$ cat config.mk
export PLATFORM = sky130hd
export DESIGN_NAME = hms_datapath_flat
export DESIGN_NICKNAME = d
export VERILOG_FILES = /design/src/hybrid_merge_sort_macros.svh /design/src/hms_pkg.sv /design/src/hms_if.sv /design/src/hms_datapath.sv /design/src/flat_wrapper.sv
export SDC_FILE = /design/constraint.sdc
export NUM_CORES = 2
export LEC_CHECK = 0
export CAP_MARGIN = 10
export CORE_UTILIZATION = 30
export CTS_BUF_LIST = sky130_fd_sc_hd__clkbuf_4 sky130_fd_sc_hd__clkbuf_8
export DETAILED_ROUTE_END_ITERATION = 10
export DONT_BUFFER_PORTS = 1
export GPL_TIMING_DRIVEN = 0
export PLACE_DENSITY = 0.42
export SLEW_MARGIN = 20
export SYNTH_ARGS = -nofsm -noshare
export SYNTH_HDL_FRONTEND = slang
export SYNTH_SLANG_ARGS = --single-unit
$ cat constraint.sdc
create_clock -name clk -period 16.6 [get_ports clk]
set_input_delay 2.49 -clock clk [delete_from_list [all_inputs] [get_ports clk]]
set_output_delay 2.49 -clock clk [all_outputs]
set_load 0.1 [all_outputs]
$ cat src/hybrid_merge_sort_macros.svh
`ifndef HYBRID_MERGE_SORT_MACROS_SVH
`define HYBRID_MERGE_SORT_MACROS_SVH

// same-cycle implication, checked on clk outside reset
`define HMS_ASSERT_NOW(lbl, ante, cons, msg) \
  lbl: assert property (@(posedge clk) disable iff (rst) (ante) |-> (cons)) else $error(msg);

// next-cycle implication, checked on clk outside reset
`define HMS_ASSERT_NEXT(lbl, ante, cons, msg) \
  lbl: assert property (@(posedge clk) disable iff (rst) (ante) |=> (cons)) else $error(msg);

`endif

$ cat src/hms_pkg.sv
package hms_pkg;

  localparam int VALUE_W       = 32;
  localparam int HMS_MAX_ITEMS = 64;

  typedef enum logic [1:0] {
    WR_IN,
    WR_A,
    WR_B
  } wr_src_t;

  typedef struct packed {
    logic    in_ready;
    logic    wr;
    logic    wr_mem;
    wr_src_t wr_src;
    logic    rd_mem;
    logic    out_load;
    logic    out_last;
    logic    out_ovf;
  } cmd_t;

  typedef struct packed {
    logic in_valid;
    logic in_last;
    logic a_le_b;
    logic out_free;
  } sts_t;

endpackage

$ cat src/hms_if.sv
interface hms_in_if;
  import hms_pkg::*;
  logic                      valid;
  logic                      ready;
  logic signed [VALUE_W-1:0] value;
  logic                      last;
  modport source (output valid, output value, output last, input ready);
  modport sink (input valid, input value, input last, output ready);
endinterface

interface hms_out_if;
  import hms_pkg::*;
  logic                      valid;
  logic                      ready;
  logic signed [VALUE_W-1:0] value_res;
  logic                      last_res;
  logic                      overflow;
  modport source (output valid, output value_res, output last_res, output overflow,
                  input ready);
  modport sink (input valid, input value_res, input last_res, input overflow,
                output ready);
endinterface

$ cat src/hms_datapath.sv
module hms_datapath #(
  parameter int MAX_ITEMS = hms_pkg::HMS_MAX_ITEMS,
  localparam int AW = $clog2(MAX_ITEMS)
) (
  input  logic          clk,
  input  logic          rst,
  hms_in_if.sink        din,
  hms_out_if.source     dout,
  input  hms_pkg::cmd_t cmd,
  input  logic [AW-1:0] ra,
  input  logic [AW-1:0] rb,
  input  logic [AW-1:0] wa,
  output hms_pkg::sts_t sts
);
  import hms_pkg::*;

  logic signed [VALUE_W-1:0] mem0 [MAX_ITEMS];
  logic signed [VALUE_W-1:0] mem1 [MAX_ITEMS];
  logic signed [VALUE_W-1:0] rd_a;
  logic signed [VALUE_W-1:0] rd_b;
  logic signed [VALUE_W-1:0] wdata;
  logic                      out_valid;

  always_comb begin
    unique case (cmd.wr_src)
      WR_IN:   wdata = din.value;
      WR_A:    wdata = rd_a;
      WR_B:    wdata = rd_b;
      default: wdata = rd_b;
    endcase
  end

  always_ff @(posedge clk) begin
    if (cmd.wr && !cmd.wr_mem) begin
      mem0[wa] <= wdata;
    end
    if (cmd.wr && cmd.wr_mem) begin
      mem1[wa] <= wdata;
    end
    rd_a <= cmd.rd_mem ? mem1[ra] : mem0[ra];
    rd_b <= cmd.rd_mem ? mem1[rb] : mem0[rb];
  end

  always_ff @(posedge clk) begin
    if (rst) begin
      out_valid <= 1'b0;
    end else if (cmd.out_load) begin
      out_valid <= 1'b1;
    end else if (dout.ready) begin
      out_valid <= 1'b0;
    end
  end

  always_ff @(posedge clk) begin
    if (cmd.out_load) begin
      dout.value_res <= rd_a;
      dout.last_res  <= cmd.out_last;
      dout.overflow  <= cmd.out_ovf;
    end
  end

  assign dout.valid   = out_valid;
  assign din.ready    = cmd.in_ready;
  assign sts.in_valid = din.valid;
  assign sts.in_last  = din.last;
  assign sts.a_le_b   = (rd_a <= rd_b);
  assign sts.out_free = !out_valid || dout.ready;

endmodule

$ cat src/flat_wrapper.sv
// flat-port wrapper written by rule: the top's interface ports become plain ports
module hms_datapath_flat import hms_pkg::*;
#(
  parameter int MAX_ITEMS = hms_pkg::HMS_MAX_ITEMS,
  localparam int AW = $clog2(MAX_ITEMS)
)
  (clk, rst, cmd, ra, rb, wa, sts, din_valid, din_value, din_last, din_ready, dout_valid, dout_value_res, dout_last_res, dout_overflow, dout_ready);
  hms_in_if din_i ();
  hms_out_if dout_i ();
  input  logic clk;
  input  logic rst;
  input  hms_pkg::cmd_t cmd;
  input  logic [AW-1:0] ra;
  input  logic [AW-1:0] rb;
  input  logic [AW-1:0] wa;
  output hms_pkg::sts_t sts;
  input wire logic [$bits(din_i.valid)-1:0] din_valid;
  input wire logic [$bits(din_i.value)-1:0] din_value;
  input wire logic [$bits(din_i.last)-1:0] din_last;
  output wire logic [$bits(din_i.ready)-1:0] din_ready;
  output wire logic [$bits(dout_i.valid)-1:0] dout_valid;
  output wire logic [$bits(dout_i.value_res)-1:0] dout_value_res;
  output wire logic [$bits(dout_i.last_res)-1:0] dout_last_res;
  output wire logic [$bits(dout_i.overflow)-1:0] dout_overflow;
  input wire logic [$bits(dout_i.ready)-1:0] dout_ready;
  assign din_i.valid = din_valid;
  assign din_i.value = din_value;
  assign din_i.last = din_last;
  assign din_ready = din_i.ready;
  assign dout_valid = dout_i.valid;
  assign dout_value_res = dout_i.value_res;
  assign dout_last_res = dout_i.last_res;
  assign dout_overflow = dout_i.overflow;
  assign dout_i.ready = dout_ready;
  hms_datapath #(.MAX_ITEMS(MAX_ITEMS)) u_core (.clk(clk), .rst(rst), .din(din_i), .dout(dout_i), .cmd(cmd), .ra(ra), .rb(rb), .wa(wa), .sts(sts));
endmodule
**Word-level counts from Yosys, hierarchy flattened**

Memory sizes are Yosys's and may differ from the RTL's.
Index checks and enable logic that the tools add are counted.

- Flip-flop bits (word level): 99
- Bits in writable memories: 4096
- Logic and storage cells: 26
- Memories kept: 2

Memory list:

| name | words | bits a word | rd ports | clocked after Yosys merged registers in | write ports | line | text |
|---|---|---|---|---|---|---|---|
| u_core.mem0 | 64 | 32 | 2 | 0 | 1 | hms_datapath.sv:17 | `logic signed [VALUE_W-1:0] mem0 [MAX_ITEMS];` |
| u_core.mem1 | 64 | 32 | 2 | 0 | 1 | hms_datapath.sv:18 | `logic signed [VALUE_W-1:0] mem1 [MAX_ITEMS];` |

- $lt $le $gt $ge: 1
- Eq/ne operators: 1
- Muxes and demuxes: 9
- Reduce and logical (&&, ||, !) cells: 7

Operator list:

| cell | count |
|---|---|
| $mux 32 | 2 |
| $pmux 32 s2 | 1 |
| $le 32x32->1 | 1 |
| $mux 1 | 6 |
| $eq 2x1->1 const B | 1 |
| $logic_and 1x1->1 | 2 |
| $logic_not 1->1 | 2 |
| $logic_not 2->1 | 1 |
| $reduce_bool 2->1 | 1 |
| $logic_or 1x1->1 | 1 |

**Depth between registers and ports, before layout**

- Depth in word-level cells: 4
- Gate-level depth with buffers: 10
- Mapped depth without buffers: 9

**Least setup slack after synthesis**

OpenSTA, ideal clock, no wires.

- Path type: input-to-reg
- Start point: input cmd[4] (netlist bit)
- End point: memory u_core.mem0[0][10], data pin
- Library setup time: 1.197 ns
- Data arrival time: 8.295 ns
- Data required time: 15.403 ns
- Path slack: 7.108 ns
- Stages on the path: 4
- Buffers on the path: 2
- Cells stage by stage: clkbuf_1 clkbuf_1 mux2i_1 o21ai_0

- Longest elaborated chain between the ends: 2
- Elaborated cells on any way between the ends: 3
- Those cells by class: eq/ne: 1; mux: 1; reduce/logical: 1

Ends and longest elaborated chain:

| item | line | text |
|---|---|---|
| start, declared | flat_wrapper.sv:12 | `input hms_pkg::cmd_t cmd;` |
| $eq 2x1->1 or $logic_not 2->1 (tied branches) | hms_datapath.sv:25 | `unique case (cmd.wr_src)` |
| $pmux 32 s2 * | hms_datapath.sv:25 |  |
| named net u_core.wdata[10] | hms_datapath.sv:21 | `logic signed [VALUE_W-1:0] wdata;` |
| end, declared | hms_datapath.sv:17 |  |

Mark *: on every way through the listed nets, which the timed path passes. The rest lies on a longest branch.

==> impl_metrics.json <==
{
  "outcome": "complete, no violations",
  "slew_viol_final": 0,
  "antenna_found_initial": 133,
  "ys_ff_latch": 4195,
  "vias_per_cell": 5.846,
  "vias": 115500,
  "grt_overflow": 0,
  "insertion_delay_ns": 1.38,
  "initial_core_util_pct": 30.17,
  "reg2reg_depth": 6,
  "holdWs_ns": 0.6137,
  "period_share_pct": 45.92,
  "leakagePower_nw": 74.56,
  "setup_viol": 0,
  "clock-root-buffer": "clkbuf_8",
  "yosys_warnings": 0,
  "worstPathCellList": "ha_1 > nand4_1 > nor2_1 > o21ai_1 > o211ai_1 > a31oi_1 > mux2_2",
  "cts_hold_buffers": 0,
  "synth_mux_area_share_pct": 28.04,
  "min_period_ns": 7.623,
  "synth_cells": 9166,
  "final_common_cell": "edfxtp_1",
  "pin_count": 104,
  "power.density_nw_per_um2": 110.4,
  "dpl_worst_slack_ns": 9.069,
  "slowest_delay_ns": 0.71,
  "r2r-end": "u_core.rd_b[20]",
  "tightest_slew_ns": 1.383,
  "final_util_pct": 36.31,
  "r2r_start": "u_core.mem0[23][20]",
  "hold_path_depth": 0,
  "crit_type": "reg -> out",
  "synthArstFlopShare_pct": 0,
  "h-tree-depth": 6,
  "hold_violations": 0,
  "yosys.area_share.xor_xnor_pct": 0,
  "hold_path_class": "reg -> reg",
  "grt_pass1_wl_um": 1179000,
  "detail-route-antenna-nets": 0,
  "drive_above_1_share_pct": 43.27,
  "path_max_fanout": 3,
  "synth-simple-area-share_pct": 1.137,
  "ys_types": 43,
  "synthAdderAreaFrac_pct": 0.2068,
  "avgRoutedWirePerCell_um": 46.72,
  "ir_drop_uv": 96.98,
  "cap_viol_max_count": 0,
  "finalSetupTns_ns": 0,
  "die-area_sq_um": 648700,
  "mostFrequentLayoutCells": "edfxtp_1 (4130), mux4_2 (2048), clkbuf_8 (778)",
  "dp_cells": 18290,
  "grt_setup_unrepaired": "no",
  "hold_path.startpoint": "u_core.rd_a[22]",
  "fmax_mhz": 131.2,
  "cp.arrival_ns": 5.13,
  "final_cells": 19760,
  "cts_buffers": 767,
  "routed_wirelength_um": 923100,
  "synth_top_family_by_area": "multiplexers",
  "end_kind": "output port",
  "drtIter0Drc": 15950,
  "cts_tree": "built",
  "synth.avg_cell_area_sq_um": 21.13,
  "hold_end": "u_core.dout.value_res[22]",
  "cp_slowest_cell": "nor2_1",
  "gp_congestion": 1.017,
  "startpoint_type": "flop",
  "synth-compound-area-share_pct": 3.481,
  "post_cts_resized": 0,
  "drc": 0,
  "placeableCoreArea_sq_um": 641900,
  "syn_area_sq_um": 193600,
  "clock_sinks": 4195,
  "reg2reg_slack_ns": 13.19,
  "clockBufferDepth": 4,
  "port_buffers": 0,
  "synth_fp_nets": 9262,
  "place_hpwl_um": 720100,
  "drt_first_pass_iters": 7,
  "slew_headroom_pct": 7.809,
  "die_y_um": 805.4,
  "num-nets-final": 10580,
  "rows": 294,
  "grt_max_degree": 36,
  "synth_edf_count": 4130,
  "syn_to_final_growth_pct": 20.36,
  "grt_pass1_vias": 116500,
  "fin_skew_ns": 0.1089,
  "synth_flop_cell": "edfxtp_1",
  "dieWidth_um": 805.4,
  "grt_use_total_pct": 27.84,
  "yosysSeqAreaShare_pct": 64.72,
  "cts.clk_slew.worst_paths_ns": 0.06,
  "cp_data_required_time_ns": 14.11,
  "cts_setup_buffers": 0,
  "fin_ws_ns": 8.977
}
## logic make-up (layout without fill, tap and decap cells)
kind of cell	after synthesis	count (layout)
adders and majority gates	32	32
buffers and inverters	764	2706
AOI/OAI and AO/OA	828	828
other	0	67
DFF	4195	4195
muxes	2849	2849
and+or+nand+nor	498	498
## through the flow
stage          cell area, sq um  total power, mW
2_1_floorplan            193600            13.96
3_5_place_dp             218100            16.03
4_1_cts                  232800            25.84
5_1_grt                  232900            26.32
6_report                 233100            25.73
3_3_place_gp             204400            16.02
## routing by layer
layer,up-vias,routed length [um],track usage (%)
met5,-,738,0
met1,64390,373600,37.05
met4,38,59630,15.08
met2,6063,409200,41.89
met3,1434,79900,7.047
li1,43590,-,-
## power by group
group / switching (mW) / total [mW] / leakage, nW / internal [mW]
Combinational: 2.47 / 3.65 / 28.9 / 1.18
Clock: 4.74 / 9.87 / 7.81 / 5.13
Sequential: 0.155 / 12.2 / 37.9 / 12.1
## worst max-delay path by stage
stage,from,cells past startpoint,end
after floorplan,cmd[4],4,u_core.mem0[0][10]
after global placement,cmd[4],4,u_core.mem0[52][12]
after detailed placement,ra[2],9,u_core.rd_a[11]
after CTS,u_core.rd_a[9],7,sts[1]
after global routing,u_core.rd_a[15],7,sts[1]
final,u_core.rd_a[15],7,sts[1]
## synth_stat cells, drive strengths merged, types with 71 or more instances
cell type / count / area [sq um]
edfxtp: 4130 / 124000
mux4: 2048 / 46120
mux2i: 672 / 6726
buf: 503 / 3684
a221oi: 384 / 3764
clkbuf: 214 / 810.8
nor2: 201 / 754.5
a21oi: 140 / 700.7
mux2: 129 / 1453
a22o: 128 / 1121
nand2: 113 / 424.2
o21ai: 98 / 490.5
nand3: 71 / 355.3
## sequential cells by signal (all words and copies together), names as in the netlist
register	flops
u_core.mem1	2048
u_core.rd_b	32
u_core.dout.valid	1
u_core.rd_a	32
u_core.dout.value_res	32
u_core.dout.last_res	1
u_core.dout.overflow	1
u_core.mem0	2048
## critical path, delay by kind of cell (launching register included)
| family | cells | cell delay [ns] |
|---|---|---|
| flops | 1 | 0.65 |
| fa+ha+maj | 1 | 0.23 |
| mux | 1 | 0.69 |
| compound gates | 3 | 1.20 |
| simple gates | 2 | 0.97 |
## final cells by class
class,count,area [sq um]
Buffer,717,4543
Fill cell,59160,408800
Inverter,47,176.4
Multi-Input combinational cell,4207,65980
Clock buffer,1048,12730
Timing Repair Buffer,548,11380
Clock inverter,346,2022
Antenna cell,67,167.7
Sequential cell,4195,125300
Tap cell,8584,10740
No activity file was read; power rests on OpenSTA's default activity.
