### config.mk
export PLATFORM = sky130hd
export DESIGN_NAME = hms_ctrl
export DESIGN_NICKNAME = d
export VERILOG_FILES = /design/src/hms_pkg.sv /design/src/hms_ctrl.sv
export VERILOG_INCLUDE_DIRS = /design/src /design/src/src
export SDC_FILE = /design/constraint.sdc
export NUM_CORES = 1
export LEC_CHECK = 0
export ABC_AREA = 1
export ABC_CLOCK_PERIOD_IN_PS = 4300
export BUFFER_PORTS_ARGS = -buffer_cell sky130_fd_sc_hd__buf_2
export CORE_MARGIN = 2
export CORE_UTILIZATION = 60
export CTS_CLUSTER_SIZE = 40
export DETAILED_ROUTE_END_ITERATION = 7
export GPL_TIMING_DRIVEN = 0
export PLACE_DENSITY = 0.9
export SYNTH_ARGS = -nofsm -noshare
export SYNTH_HDL_FRONTEND = slang
export SYNTH_SLANG_ARGS = --single-unit
### constraint.sdc
create_clock -name clk -period 4.3 [get_ports clk]
set_clock_uncertainty 0.1 [all_clocks]
set_input_delay 0 -clock clk [delete_from_list [all_inputs] [get_ports clk]]
set_output_delay 0 -clock clk [all_outputs]
set_load 0.005 [all_outputs]
### src/hybrid_merge_sort_macros.svh
`ifndef HYBRID_MERGE_SORT_MACROS_SVH
`define HYBRID_MERGE_SORT_MACROS_SVH

// same-cycle implication, checked on clk outside reset
`define HMS_ASSERT_NOW(lbl, ante, cons, msg) \
  lbl: assert property (@(posedge clk) disable iff (rst) (ante) |-> (cons)) else $error(msg);

// next-cycle implication, checked on clk outside reset
`define HMS_ASSERT_NEXT(lbl, ante, cons, msg) \
  lbl: assert property (@(posedge clk) disable iff (rst) (ante) |=> (cons)) else $error(msg);

`endif

### src/hms_pkg.sv
package hms_pkg;

  localparam int VALUE_W       = 32;
  localparam int HMS_MAX_ITEMS = 64;

  typedef enum logic [1:0] {
    WR_IN,
    WR_A,
    WR_B
  } wr_src_t;

  typedef struct packed {
    logic    in_ready;
    logic    wr;
    logic    wr_mem;
    wr_src_t wr_src;
    logic    rd_mem;
    logic    out_load;
    logic    out_last;
    logic    out_ovf;
  } cmd_t;

  typedef struct packed {
    logic in_valid;
    logic in_last;
    logic a_le_b;
    logic out_free;
  } sts_t;

endpackage

### src/hms_ctrl.sv
`include "hybrid_merge_sort_macros.svh"

module hms_ctrl #(
  parameter int MAX_ITEMS = hms_pkg::HMS_MAX_ITEMS,
  localparam int AW = $clog2(MAX_ITEMS),
  localparam int CW = $clog2(MAX_ITEMS + 1)
) (
  input  logic          clk,
  input  logic          rst,
  input  hms_pkg::sts_t sts,
  output hms_pkg::cmd_t cmd,
  output logic [AW-1:0] ra,
  output logic [AW-1:0] rb,
  output logic [AW-1:0] wa
);
  import hms_pkg::*;

  typedef enum logic [2:0] {
    LOAD,
    PASS_START,
    RUN_START,
    MERGE_RD,
    MERGE_WR,
    EMIT_RD,
    EMIT_PUT
  } state_t;

  localparam logic [CW-1:0] MAX_CNT = CW'(MAX_ITEMS);

  state_t        state;
  logic [CW-1:0] cnt;
  logic          ovf;
  logic          src_sel;
  logic [CW:0]   width;
  logic [CW-1:0] lo;
  logic [CW-1:0] mid;
  logic [CW-1:0] hi;
  logic [CW-1:0] i;
  logic [CW-1:0] j;
  logic [CW-1:0] k;

  logic          accept;
  logic          room;
  logic          take_a;
  logic [CW+1:0] sum_mid;
  logic [CW+1:0] sum_hi;
  logic [CW-1:0] k_inc;

  assign accept  = sts.in_valid && cmd.in_ready;
  assign room    = (cnt < MAX_CNT);
  assign take_a  = (i < mid) && ((j >= hi) || sts.a_le_b);
  assign sum_mid = (CW+2)'(lo) + (CW+2)'(width);
  assign sum_hi  = (CW+2)'(lo) + ((CW+2)'(width) << 1);
  assign k_inc   = k + 1'b1;

  always_comb begin
    cmd          = '0;
    cmd.wr_src   = WR_IN;
    cmd.rd_mem   = src_sel;
    cmd.wr_mem   = ~src_sel;
    cmd.out_last = (k_inc == cnt);
    cmd.out_ovf  = ovf;
    ra           = i[AW-1:0];
    rb           = j[AW-1:0];
    wa           = k[AW-1:0];
    unique case (state)
      LOAD: begin
        cmd.in_ready = 1'b1;
        cmd.wr       = accept && room;
        cmd.wr_mem   = 1'b0;
        wa           = cnt[AW-1:0];
      end
      MERGE_WR: begin
        cmd.wr     = 1'b1;
        cmd.wr_src = take_a ? WR_A : WR_B;
      end
      EMIT_RD, EMIT_PUT: begin
        ra           = k[AW-1:0];
        cmd.out_load = (state == EMIT_PUT) && sts.out_free;
      end
      default: begin
      end
    endcase
  end

  always_ff @(posedge clk) begin
    if (rst) begin
      state   <= LOAD;
      cnt     <= '0;
      ovf     <= 1'b0;
      src_sel <= 1'b0;
      width   <= '0;
    end else begin
      unique case (state)
        LOAD: begin
          if (accept) begin
            if (room) begin
              cnt <= cnt + 1'b1;
            end else begin
              ovf <= 1'b1;
            end
            if (sts.in_last) begin
              width <= (CW+1)'(1);
              state <= PASS_START;
            end
          end
        end
        PASS_START: begin
          lo <= '0;
          k  <= '0;
          if (width < (CW+1)'(cnt)) begin
            state <= RUN_START;
          end else begin
            state <= EMIT_RD;
          end
        end
        RUN_START: begin
          mid   <= (sum_mid > (CW+2)'(cnt)) ? cnt : sum_mid[CW-1:0];
          hi    <= (sum_hi > (CW+2)'(cnt)) ? cnt : sum_hi[CW-1:0];
          i     <= lo;
          j     <= (sum_mid > (CW+2)'(cnt)) ? cnt : sum_mid[CW-1:0];
          k     <= lo;
          state <= MERGE_RD;
        end
        MERGE_RD: begin
          state <= MERGE_WR;
        end
        MERGE_WR: begin
          if (take_a) begin
            i <= i + 1'b1;
          end else begin
            j <= j + 1'b1;
          end
          k <= k_inc;
          if (k_inc != hi) begin
            state <= MERGE_RD;
          end else if (hi != cnt) begin
            lo    <= hi;
            state <= RUN_START;
          end else begin
            width   <= width << 1;
            src_sel <= ~src_sel;
            state   <= PASS_START;
          end
        end
        EMIT_RD: begin
          state <= EMIT_PUT;
        end
        EMIT_PUT: begin
          if (sts.out_free) begin
            k <= k_inc;
            if (k_inc == cnt) begin
              cnt     <= '0;
              ovf     <= 1'b0;
              src_sel <= 1'b0;
              state   <= LOAD;
            end else begin
              state <= EMIT_RD;
            end
          end
        end
        default: begin
          state <= LOAD;
        end
      endcase
    end
  end

  `HMS_ASSERT_NEXT(a_last_starts_sort, accept && sts.in_last, state != LOAD, "last item did not start the sort")
  `HMS_ASSERT_NOW(a_sort_not_empty, state == PASS_START, cnt != '0, "sort pass with an empty set")
  `HMS_ASSERT_NOW(a_merge_in_run, state == MERGE_WR, (k < hi) && ((i < mid) || (j < hi)), "merge write outside its run")
  `HMS_ASSERT_NOW(a_merge_balance, state == MERGE_WR, (CW+1)'(k) + (CW+1)'(mid) == (CW+1)'(i) + (CW+1)'(j), "merge indices out of step")
  `HMS_ASSERT_NOW(a_no_result_overwrite, cmd.out_load, sts.out_free, "pending result overwritten")

endmodule
-- Yosys cells after proc, flatten, opt, wreduce, memory -nomap -nowiden
Index checks and enable logic that the tools add are counted.
- $mul: 0
- magnitude comparators: 6
- bitwise gates (word level): 2
- divide/modulo/power cells: 0
- reductions and logical operators: 23
- equal/unequal tests: 20
- shift operators: 0
- mux-type cells: 45
- $add $sub $neg: 6
- operators with widths (kind ; number):
    2-to-1 mux 7 bit ; 11
    case mux 7 bit (2 select lines) ; 4
    2-to-1 mux 8 bit ; 4
    adder 7 x 1 -> 7 bit (second input constant) ; 4
    case mux 7 bit (4 select lines) ; 1
    inequality test 2 bit (second input constant) ; 11
    case mux 3 bit (7 select lines) ; 1
    AND reduction 5 bit ; 4
    greater-than comparator 9 x 7 -> 1 bit ; 2
    case mux 8 bit (2 select lines) ; 1
    2-to-1 mux 3 bit ; 5
    inequality test 7 bit ; 2
    2-to-1 mux 6 bit ; 2
    AND reduction 3 bit ; 4
    nonzero test 2 bit ; 5
    adder 7 x 8 -> 9 bit ; 1
    adder 7 x 9 -> 9 bit ; 1
    equality test 3 bit (second input constant) ; 3
    2-to-1 mux 1 bit ; 9
    < comparator 8 x 7 -> 1 bit ; 1
    2-to-1 mux 2 bit ; 4
    equality test 7 bit ; 1
    >= comparator 7 bit ; 1
    < comparator 7 bit ; 1
    12 further kinds ; 19
- register bits: 62
- memories kept: 0
- ROM bits: 0
- bits in writable memories: 0
- bits in latches: 0

-- Logic depth before layout (Yosys ltp)
Gate-level depths: netlist of run 1.
- depth in word-level cells: 5
- depth in mapped cells: 18
- gate-level depth less buffers: 18

-- Worst setup path before layout of run 1
No wires, ideal clock.
- path type: flip-flop to flip-flop
- start: reg lo[0]
- end: reg mid[0] (data pin)
- arrival time: 2.544 ns
- path buffers: 0
- setup slack: 1.401 ns
- setup time: 0.255 ns
- stages on the path, launching flop included: 18
- path through: edfxtp_1 ha_1 fa_1 nand3_1 nand2_1 a21oi_1 o21bai_1 xor2_1 inv_1 ha_1 nand2_1 inv_1 a21oi_1 nand2_1 nand2_1 nand2_1 nand2_1 and2_1
- cells in the longest elaborated chain, start to end: 3
- RTL lines (what ; line ; text):
    start, declared ; hms_ctrl.sv:35 ; logic [CW-1:0] lo;
    start signal, assigned ; hms_ctrl.sv:138 ; lo <= hi;
    adder 7 x 8 -> 9 bit * ; hms_ctrl.sv:52 ; assign sum_mid = (CW+2)'(lo) + (CW+2)'(width);
    greater-than comparator 9 x 7 -> 1 bit ; hms_ctrl.sv:118 ; mid <= (sum_mid > (CW+2)'(cnt)) ? cnt : sum_mid[CW-1:0];
    2-to-1 mux 7 bit * ; hms_ctrl.sv:118 ;
    end signal, assigned ; hms_ctrl.sv:118 ;
    end, declared ; hms_ctrl.sv:36 ; logic [CW-1:0] mid;
Mark *: on every way between the ends. The rest lies on a longest branch, timed or not.
A chain may end at the register's enable or synchronous reset.

-- Worst setup path after layout of run 1
- start: reg lo[1]
- end: reg hi[0] (data pin)
- cells in the longest elaborated chain, start to end: 3
- RTL lines (what ; line ; text):
    adder 7 x 9 -> 9 bit ; hms_ctrl.sv:53 ; assign sum_hi = (CW+2)'(lo) + ((CW+2)'(width) << 1);
    greater-than comparator 9 x 7 -> 1 bit ; hms_ctrl.sv:119 ; hi <= (sum_hi > (CW+2)'(cnt)) ? cnt : sum_hi[CW-1:0];
    2-to-1 mux 7 bit ; hms_ctrl.sv:119 ;
    end signal, assigned ; hms_ctrl.sv:119 ;
    end, declared ; hms_ctrl.sv:37 ; logic [CW-1:0] hi;
No other way between the ends.

==> qor.txt, run 1 <==
Worst setup margin - 0.8800 ns
Post-synthesis cell count - 676
Most frequent cells in the layout - nand2_1 (174), inv_1 (73), nand3_1 (64)
CTS tree - yes
Unique cell type count in the Yosys netlist - 39
Layout area overhead - 11.24%
Placed Instance Area - 5253 µm²
Clk slew on worst S/H paths - 0.08 ns
Initial DRT Pass Iterations - 5
Slew headroom - 0.1903
Post-DP HPWL - 10.57 mm
Clock power frac - 0.144
RR Endpoint - hi[0]
Commonest non-fill, non-tap cell in the layout - nand2_1
Non-Filler Cell Area, Final - 5524 µm²
Hold Startpoint - sts[2]
Yosys warnings - 0
Outcome - finished clean
Critical path type - reg2reg
Hold WC Path Type - in2reg
CTS root buf - clkbuf_8
Reg2reg path depth - 13
Detailed-route via count - 4911
CTS Buffer Depth - 2
Post-route ant nets - 0
Leak - 2.683 nW
Total CTS buffers - 9
Core Footprint - 8134 µm²
Maxcap violations - 0
Data required time at the worst endpoint - 4.28 ns
Reg2reg setup slack - 0.88 ns
Crit path DAT - 3.40 ns
Final hold vios - 0
Drt wl/cell - 16.62 µm
Met1 wire length - 5.529 mm
Hold Path Stages - 5
Vias in the first global route - 4636
Seq/Total Area, Yosys - 0.3346
R2R Path Start - lo[1]
Post-Route Setup TNS - 0 ns
Fin crit share - 0.7953
Final #Nets - 781
Ant diodes - 0
Filler instances - 642
Top cells by area, synth - edfxtp_1 (25%), nand2_1 (13%), ha_1 (13%)
FP Rows - 33
Pint - 2.125 mW
Post-Place Setup Slack - 0.9776 ns
Net Sw Power - 2.017 mW
Syn Nets - 734
Hold Crit Endpoint - state[0]
Comb pwr share - 0.593
Initial antenna violation count - 0
Metal3 WL - 1.129 mm
Syn_area_per_cell - 7.346 µm²
Die ar. - 9020 µm²
DR top layer - met4
GR Util All Layers - 0.3235
Die Wd - 94.98 µm
Buffers on Ports - 31
# setup viols final - 0
Num ports - 33
Switching part of the total - 0.4869
Yosys reg bits - 62
Starting density of the core - 0.6105
Peak Freq - 292.4 MHz
H-tree Lvls - 3
DRC errors left - 0
Crit path max fanout - 9
Critical path launch point type - flip-flop
First-pass GRT wire length - 22.09 mm
Worst skew pair latency - 0.35 ns
Detailed Route Iter0 Violations - 412
RePlAce Congestion - 0.9853
Metal2 WL - 6.634 mm
Maximum VDD drop - 0.0003737 V
Slew Limit Fails - 0
Routed WL - 13.84 mm
Routed vias/inst - 5.896
Crit path time final - 3.420 ns
Layout cell share with drive strength beyond 1 - 0.1030
Synth area leader - edfxtp_1
Area of the multi-input gates - 2879 µm²
Worst slew pin tran - 1.210 ns
GR Overflow Total - 0
Power Density - 749.7 nW/µm²
Top cell type's share of synthesized area - 0.2540
RSZ-0062 raised after global routing - false
Kind of end point of the critical path - flip-flop
Postcts setup bufs - 0
Seq pwr share - 0.263
Post-Place Cells - 812
DIE HEIGHT - 94.98 µm
Pin count of the biggest net entering global routing - 15
Netlist Area Pre-Place - 4966 µm²
Cell Count, Final, Fillers Out - 833
# clock sinks - 62
FF/Latch Area - 1662 µm²
==> registers in the layout, indices dropped and copies added, names as in the netlist <==
| name | flops |
|---|---|
| width | 8 |
| cnt | 7 |
| hi | 7 |
| i | 7 |
| j | 7 |
| k | 7 |
| lo | 7 |
| mid | 7 |
| state | 3 |
| ovf | 1 |
| src_sel | 1 |
==> cells by family after synthesis <==
kind of cell	Yosys count	share of synthesized area
adders and majority gates	52	0.1340
xor gates and xnor gates	29	0.05115
buffers and inverters	100	0.08566
and+or+nand+nor	333	0.2870
DFF	62	0.3346
AOI/OAI and AO/OA	100	0.1076
==> how the worst max path moves through the flow <==
stage                      from     end  slack, ns  depth (start not counted)
after detailed placement  lo[1]   hi[0]       0.98                         13
after global placement    lo[0]  mid[3]       1.10                         17
final                     lo[1]   hi[0]       0.88                         13
after CTS                 lo[1]   hi[0]       0.95                         13
after floorplan           lo[0]  mid[0]       1.40                         17
after global routing      lo[3]   hi[5]       0.66                         14
==> timing repair <==
item | CTS | global route
setup endpoints to repair | 0 | 0
hold endpoints to repair | 6 | 0
gates resized for setup | 0 | 0
hold buffers | 5 | 0
==> power groups by stage <==
stage / clock, mW / sequential [mW] / combinational (mW)
global route: 0.618 / 1.10 / 2.78
global placement: 0 / 1.09 / 2.23
CTS: 0.585 / 1.08 / 2.41
finish: 0.597 / 1.09 / 2.45
detailed placement: 0 / 1.09 / 2.38
floorplan: 0 / 1.03 / 1.77
==> per-layer routing <==
layer / track usage / vias to the layer above
met4: 0.1691 / 0
met2: 0.5437 / 252
met1: 0.3976 / 2272
met3: 0.05347 / 51
met5: 0 / -
li1: - / 2336
==> per-stage QoR <==
step           power [mW]  hold slack [ns]    util
4_1_cts             4.076           0.1276  0.6791
3_5_place_dp        3.478           0.1995  0.6457
3_3_place_gp        3.320           0.1977  0.6457
6_report            4.141           0.1391  0.6791
5_1_grt             4.502           0.1791  0.6791
2_1_floorplan       2.795         -0.02929       -
==> final cells by class <==
type	count	area share
buffer	23	0.02469
clock buffer	9	0.02242
clock inverter	7	0.01767
inverter	77	0.05232
multi-input combinational	514	0.5212
sequential	62	0.3008
tap	105	0.02378
timing repair buffer	36	0.03715
==> critical path, cell delays in order, from the launching register on <==
cell and delay [ns]:
edfxtp_1 0.50, ha_1 0.28, fa_1 0.42, xor2_1 0.24
ha_1 0.29, nand4_1 0.13, nor2_1 0.05, o21a_1 0.18
o21ai_0 0.20, nand2_1 0.07, o21ai_1 0.22, nand2_1 0.28
nand2_1 0.10, o21ai_0 0.09
==> Yosys cell counts, drive strengths merged <==
| cell | number |
|---|---|
| nand2 | 181 |
| clkbuf | 9 |
| o21a | 1 |
| buf | 14 |
| o21ai | 48 |
| and3 | 1 |
| inv | 75 |
| o22ai | 2 |
| ha | 50 |
| fa | 2 |
| o21bai | 2 |
| xnor2 | 10 |
| or2 | 1 |
| nand3 | 65 |
| xor2 | 19 |
| a311oi | 1 |
| a211oi | 1 |
| and2 | 8 |
| clkinv | 2 |
| a21o | 1 |
| nor2 | 63 |
| nor3 | 4 |
| nand4 | 10 |
| a21oi | 40 |
| dfxtp | 20 |
| o211ai | 1 |
| o2111ai | 1 |
| a21boi | 2 |
| edfxtp | 42 |
Note: power is estimated with default switching activity, not from simulation.
==> inputs of run 2 (changes only) <==
--- a/config.mk
+++ b/config.mk
@@ -7,14 +7,14 @@
 export NUM_CORES = 1
 export LEC_CHECK = 0
 export ABC_AREA = 1
-export ABC_CLOCK_PERIOD_IN_PS = 4300
+export ABC_CLOCK_PERIOD_IN_PS = 3100
 export BUFFER_PORTS_ARGS = -buffer_cell sky130_fd_sc_hd__buf_2
 export CORE_MARGIN = 2
-export CORE_UTILIZATION = 60
+export CORE_UTILIZATION = 56
 export CTS_CLUSTER_SIZE = 40
 export DETAILED_ROUTE_END_ITERATION = 7
 export GPL_TIMING_DRIVEN = 0
-export PLACE_DENSITY = 0.9
+export PLACE_DENSITY = 0.89
 export SYNTH_ARGS = -nofsm -noshare
 export SYNTH_HDL_FRONTEND = slang
 export SYNTH_SLANG_ARGS = --single-unit
==> constraint.sdc (replaced) <==
create_clock -name clk -period 3.1 [get_ports clk]
set_clock_uncertainty 0.1 [all_clocks]
set_input_delay 0 -clock clk [delete_from_list [all_inputs] [get_ports clk]]
set_output_delay 0 -clock clk [all_outputs]
set_load 0.005 [all_outputs]
==> run 2 against run 1 <==
The flow now finishes with violations (negative setup slack). Non-clock buffer count increased by 18. Wire length grew 19%. Via count rose by 7.4%. Sequential cell count did not move. Final area grew 8.5%. Critical path depth rose by 4.
==> qor.txt, run 2 (synthesis gave the netlist of run 1 again) <==
Critical path type - reg2reg
Data required time at the worst endpoint - 3.23 ns
Routed vias/inst - 6.170
Post-Route Setup TNS - -3.898 ns
Crit path time final - 3.399 ns
Leak - 2.818 nW
Peak Freq - 294.2 MHz
GR Overflow Total - 0
Post-DP HPWL - 10.57 mm
DIE HEIGHT - 98.17 µm
Detailed-route via count - 5275
Overall power - 7.041 mW
Crit path cell chain - ha_1, a21oi_1, nand2_2, a21oi_2, o21bai_1, xor2_1, inv_1, ha_4, nand2_2, inv_2, a21oi_2, nand2_2, nand2_8, nand2_8, nand2_4, nand3_2, nand2_1
RePlAce Congestion - 0.9467
Cell Count, Final, Fillers Out - 855
CTS Buffer Depth - 2
Post-route ant nets - 0
Maximum VDD drop - 0.0007225 V
Final #Nets - 800
CTS root buf - clkbuf_8
Layout cell share with drive strength beyond 1 - 0.1981
Kind of end point of the critical path - flip-flop
RSZ-0062 raised after global routing - true
First-pass GRT wire length - 22.82 mm
Critical path launch point type - flip-flop
FP Rows - 34
Slowest stage cell, crit path - edfxtp_1
Most frequent cells in the layout - nand2_1 (161), inv_1 (72), nor2_1 (60)
# clock sinks - 62
Crit path DAT - 3.53 ns
Die Wd - 98.17 µm
Pin count of the biggest net entering global routing - 15
Initial antenna violation count - 0
Reg2reg setup slack - -0.30 ns
Slew Limit Fails - 0
Failing checks - negative setup slack
Total CTS buffers - 9
Ant diodes - 0
Vias in the first global route - 4860
Crit-path most repeated cell - nand2_2
Buffers on Ports - 31
Core Footprint - 8678 µm²
Commonest non-fill, non-tap cell in the layout - nand2_1
Worst skew pair latency - 0.36 ns
DRC errors left - 0
H-tree Lvls - 3
Largest register FFs - 8
Initial DRT Pass Iterations - 7
Starting density of the core - 0.5722
Largest reg by FF count - width
Post-Place Cells - 815
Drt wl/cell - 19.29 µm
Final hold vios - 0
CTS tree - yes
Maxcap violations - 0
Hold WC Path Type - in2reg
Fin crit share - 1.096
# setup viols final - 21
Slew headroom - 0.1809
Power Density - 1175 nW/µm²
Num ports - 33
Clk slew on worst S/H paths - 0.08 ns
Worst slew pin tran - 1.224 ns
Critical path's largest stage delay - 0.51 ns
Die ar. - 9637 µm²
Routed WL - 16.49 mm
Outcome - finished, violations left
Crit path max fanout - 8
Worst setup margin - -0.2986 ns
Layout area overhead - 20.66%
GR Util All Layers - 0.2993
Detailed Route Iter0 Violations - 664
-- run 2: cell types whose count changed in the layout (fill, tap and decap cells not counted), sizes merged --
| cell | previous run | this run |
|---|---|---|
| buf | 45 | 64 |
| inv | 76 | 75 |
| dlygate4sd3 | 5 | 4 |
| clkinv | 5 | 6 |
| nand2 | 181 | 182 |
-- run 2: final cells by class --
cell class                      instances  area, µm²
Sequential cell                        62       1664
Buffer                                 23      136.4
Multi-Input combinational cell        515       3217
Clock buffer                            9      123.9
Fill cell                             651       2686
Tap cell                              108      135.1
Timing Repair Buffer                   54      337.8
Clock inverter                          7      88.84
Inverter                               77      289.0
-- run 2: worst paths after layout --
| path | cells past startpoint | to | from |
|---|---|---|---|
| max | 17 | j[3] | lo[3] |
| min | 5 | state[2] | sts[2] |
| max reg2reg | 17 | j[3] | lo[3] |
| min reg2reg | 2 | width[7] | width[7] |
-- run 2: per-stage QoR --
step           hold WS (ns)  worst slack [ns]    util  area [µm²]
6_report            0.07365           -0.2986  0.6905        5992
5_1_grt              0.1059           -0.3931  0.6905        5992
3_3_place_gp         0.1979           -0.1038  0.6057        5256
3_5_place_dp         0.2152           -0.2207  0.6057        5256
4_1_cts             0.05820          0.004767  0.6413        5565
2_1_floorplan      -0.02929            0.2013       -        4966
-- run 2: what timing repair did --
item	CTS	global route
cloned	0	1
hold buffers	4	0
endpoints found under the hold margin	6	0
resized for setup	8	65
pin swaps	1	26
buffers inserted	4	15
setup endpoints to repair	21	21
-- run 2: power by group --
part / switching, mW / internal, mW
combinational: 2.94 / 1.78
sequential: 0.253 / 1.26
clock: 0.363 / 0.447
total: 3.55 / 3.49
-- run 2: critical path: cells and delay by family, from the launching register on --
kind            cells  cell delay (ns)
buf+inv             2             0.16
flops               1             0.51
compound gates      4             0.63
simple gates        8             0.97
xor+xnor            1             0.21
fa+ha+maj           2             0.67
-- run 2: routing by layer --
metal  GRT usage  vias up  share of wire
met2      0.5148      422           0.47
li1            -     2371              -
met1      0.3631     2349           0.35
met3     0.05297      133           0.10
met5           0        -              0
met4      0.1444        0          0.083
==> inputs of run 3 (changes only) <==
--- a/config.mk
+++ b/config.mk
@@ -10,11 +10,11 @@
 export ABC_CLOCK_PERIOD_IN_PS = 3100
 export BUFFER_PORTS_ARGS = -buffer_cell sky130_fd_sc_hd__buf_2
 export CORE_MARGIN = 2
-export CORE_UTILIZATION = 56
+export CORE_UTILIZATION = 37
 export CTS_CLUSTER_SIZE = 40
 export DETAILED_ROUTE_END_ITERATION = 7
 export GPL_TIMING_DRIVEN = 0
-export PLACE_DENSITY = 0.89
+export PLACE_DENSITY = 0.54
 export SYNTH_ARGS = -nofsm -noshare
 export SYNTH_HDL_FRONTEND = slang
 export SYNTH_SLANG_ARGS = --single-unit
==> run 3 against run 2 <==
The flow now finishes without violations. Setup slack better by 0.33 ns. Sequential cell count unchanged. Sequential power is essentially flat. Clock power is 31% higher. Non-clock buffer count shrank 7. Power decreased by 2.5%. Largest power group unchanged. Highest routed layer unchanged.
==> qor.txt, run 3 (synthesis gave the netlist of run 1 again) <==
Crit path time final - 3.071 ns
Overall power - 6.863 mW
Worst slew pin tran - 1.233 ns
Die ar. - 14360 µm²
H-tree Lvls - 3
R2R Path Start - lo[0]
Post-route ant nets - 0
Reg2reg setup slack - 0.03 ns
Worst skew pair latency - 0.34 ns
Outcome - finished clean
Largest reg by FF count - width
Power Density - 1121 nW/µm²
Reg2reg path depth - 17
CP Launch Point - lo[0]
Kind of end point of the critical path - flip-flop
Ant diodes - 0
Detailed Route Iter0 Violations - 513
Routed WL - 14.48 mm
GR Overflow Total - 0
Slew Limit Fails - 0
# clock sinks - 62
Core Footprint - 13190 µm²
Post-Route Setup TNS - 0 ns
CTS tree - yes
# setup viols final - 0
Final #Nets - 793
Fin crit share - 0.9905
Crit path DAT - 3.06 ns
Drt wl/cell - 15.81 µm
Slew headroom - 0.1748
Critical path type - reg2reg
CP endpoint - mid[4]
Routed vias/inst - 5.152
Layout area overhead - 23.33%
Peak Freq - 325.7 MHz
Maximum VDD drop - 0.0004079 V
First-pass GRT wire length - 22.71 mm
Total CTS buffers - 9
Clk slew on worst S/H paths - 0.05 ns
DIE HEIGHT - 119.9 µm
Leak - 2.839 nW
Initial DRT Pass Iterations - 5
Vias in the first global route - 4305
Layout cell share with drive strength beyond 1 - 0.1838
Commonest non-fill, non-tap cell in the layout - nand2_1
Largest register FFs - 8
Crit path max fanout - 8
Maxcap violations - 0
GR Util All Layers - 0.2078
Initial antenna violation count - 0
Data required time at the worst endpoint - 3.09 ns
Buffers on Ports - 31
Critical path launch point type - flip-flop
Fin util - 0.4643
CTS root buf - clkbuf_16
Most frequent cells in the layout - nand2_1 (159), inv_1 (72), nor2_1 (60)
DRC errors left - 0
Detailed-route via count - 4719
RSZ-0062 raised after global routing - true
Hold WC Path Type - in2reg
Starting density of the core - 0.3765
WHS - 0.2047 ns
Pin count of the biggest net entering global routing - 15
RR Endpoint - mid[4]
RePlAce Congestion - 0.8812
Die Wd - 119.9 µm
Num ports - 33
Final hold vios - 0
CTS Buffer Depth - 2
FP Rows - 42
Post-DP HPWL - 11.04 mm
==> run 3: cell count changes in the layout (fill, tap and decap cells not counted), moves of 4 or more <==
cell,delta
clkbuf_16,+10
buf_4,-8
clkbuf_8,-8
nand2_4,+4
==> run 3: per-layer routing <==
metal / GRT usage / vias to the layer above / part of all wire
li1: - / 2362 / -
met1: 0.2743 / 2229 / 0.45
met2: 0.3471 / 116 / 0.49
met3: 0.04420 / 12 / 0.048
met4: 0.05221 / 0 / 0.011
met5: 0 / - / 0
==> run 3: timing repair <==
action	CTS	global route
pin swaps	2	31
setup buffers	1	11
endpoints found under the setup margin	21	21
cloned	0	1
resized for setup	13	58
hold buffers	4	0
hold endpoints to repair	4	0
==> run 3: worst max-delay path, cell delays in order (launching register included) <==
cell	delay, ns
edfxtp_1	0.44
ha_4	0.20
fa_2	0.37
nand3_2	0.07
nand2_2	0.06
a21oi_2	0.15
o21bai_2	0.10
xor2_1	0.17
inv_1	0.10
ha_4	0.27
nand2_2	0.04
inv_2	0.05
a21oi_2	0.05
nand2_2	0.12
nand2_8	0.12
nand2_8	0.16
nand2_4	0.07
and2_4	0.17
==> run 3: how the worst min path moves through the flow <==
stage                 from        to  slack (ns)  cells past startpoint
floorplan           sts[0]    cmd[2]       -0.03                      2
global placement    sts[0]    cmd[2]        0.20                      4
detailed placement  sts[0]    cmd[2]        0.20                      4
CTS                 sts[2]  state[0]        0.16                      5
global route        sts[2]  state[0]        0.27                      5
finish              sts[2]  state[0]        0.20                      5
==> run 3: final cells by class <==
| cell class | instances | area [µm²] |
|---|---|---|
| inverters | 77 | 289.0 |
| flip-flops and latches | 62 | 1662 |
| fillers | 1316 | 7066 |
| multi-input cells | 515 | 3216 |
| plain buffers | 23 | 136.4 |
| repair buffers | 47 | 289.0 |
| clock buffers | 13 | 271.5 |
| well taps | 176 | 220.2 |
| clock inverters | 3 | 41.29 |
==> run 3: where the power goes <==
part	leakage, nW	switching [mW]	internal [mW]
registers	0.549	0.255	1.26
logic	2.14	2.59	1.70
clock network	0.149	0.366	0.690
total	2.84	3.21	3.65
==> run 3: through the flow <==
step / std cells / setup slack, ns / area, µm²
finish: 916 / 0.02937 / 6125
global route: 916 / -0.1157 / 6125
CTS: 904 / -0.00009237 / 5748
detailed placement: 883 / -0.2360 / 5341
global placement: 883 / -0.1982 / 5341
floorplan: 676 / 0.2013 / 4966
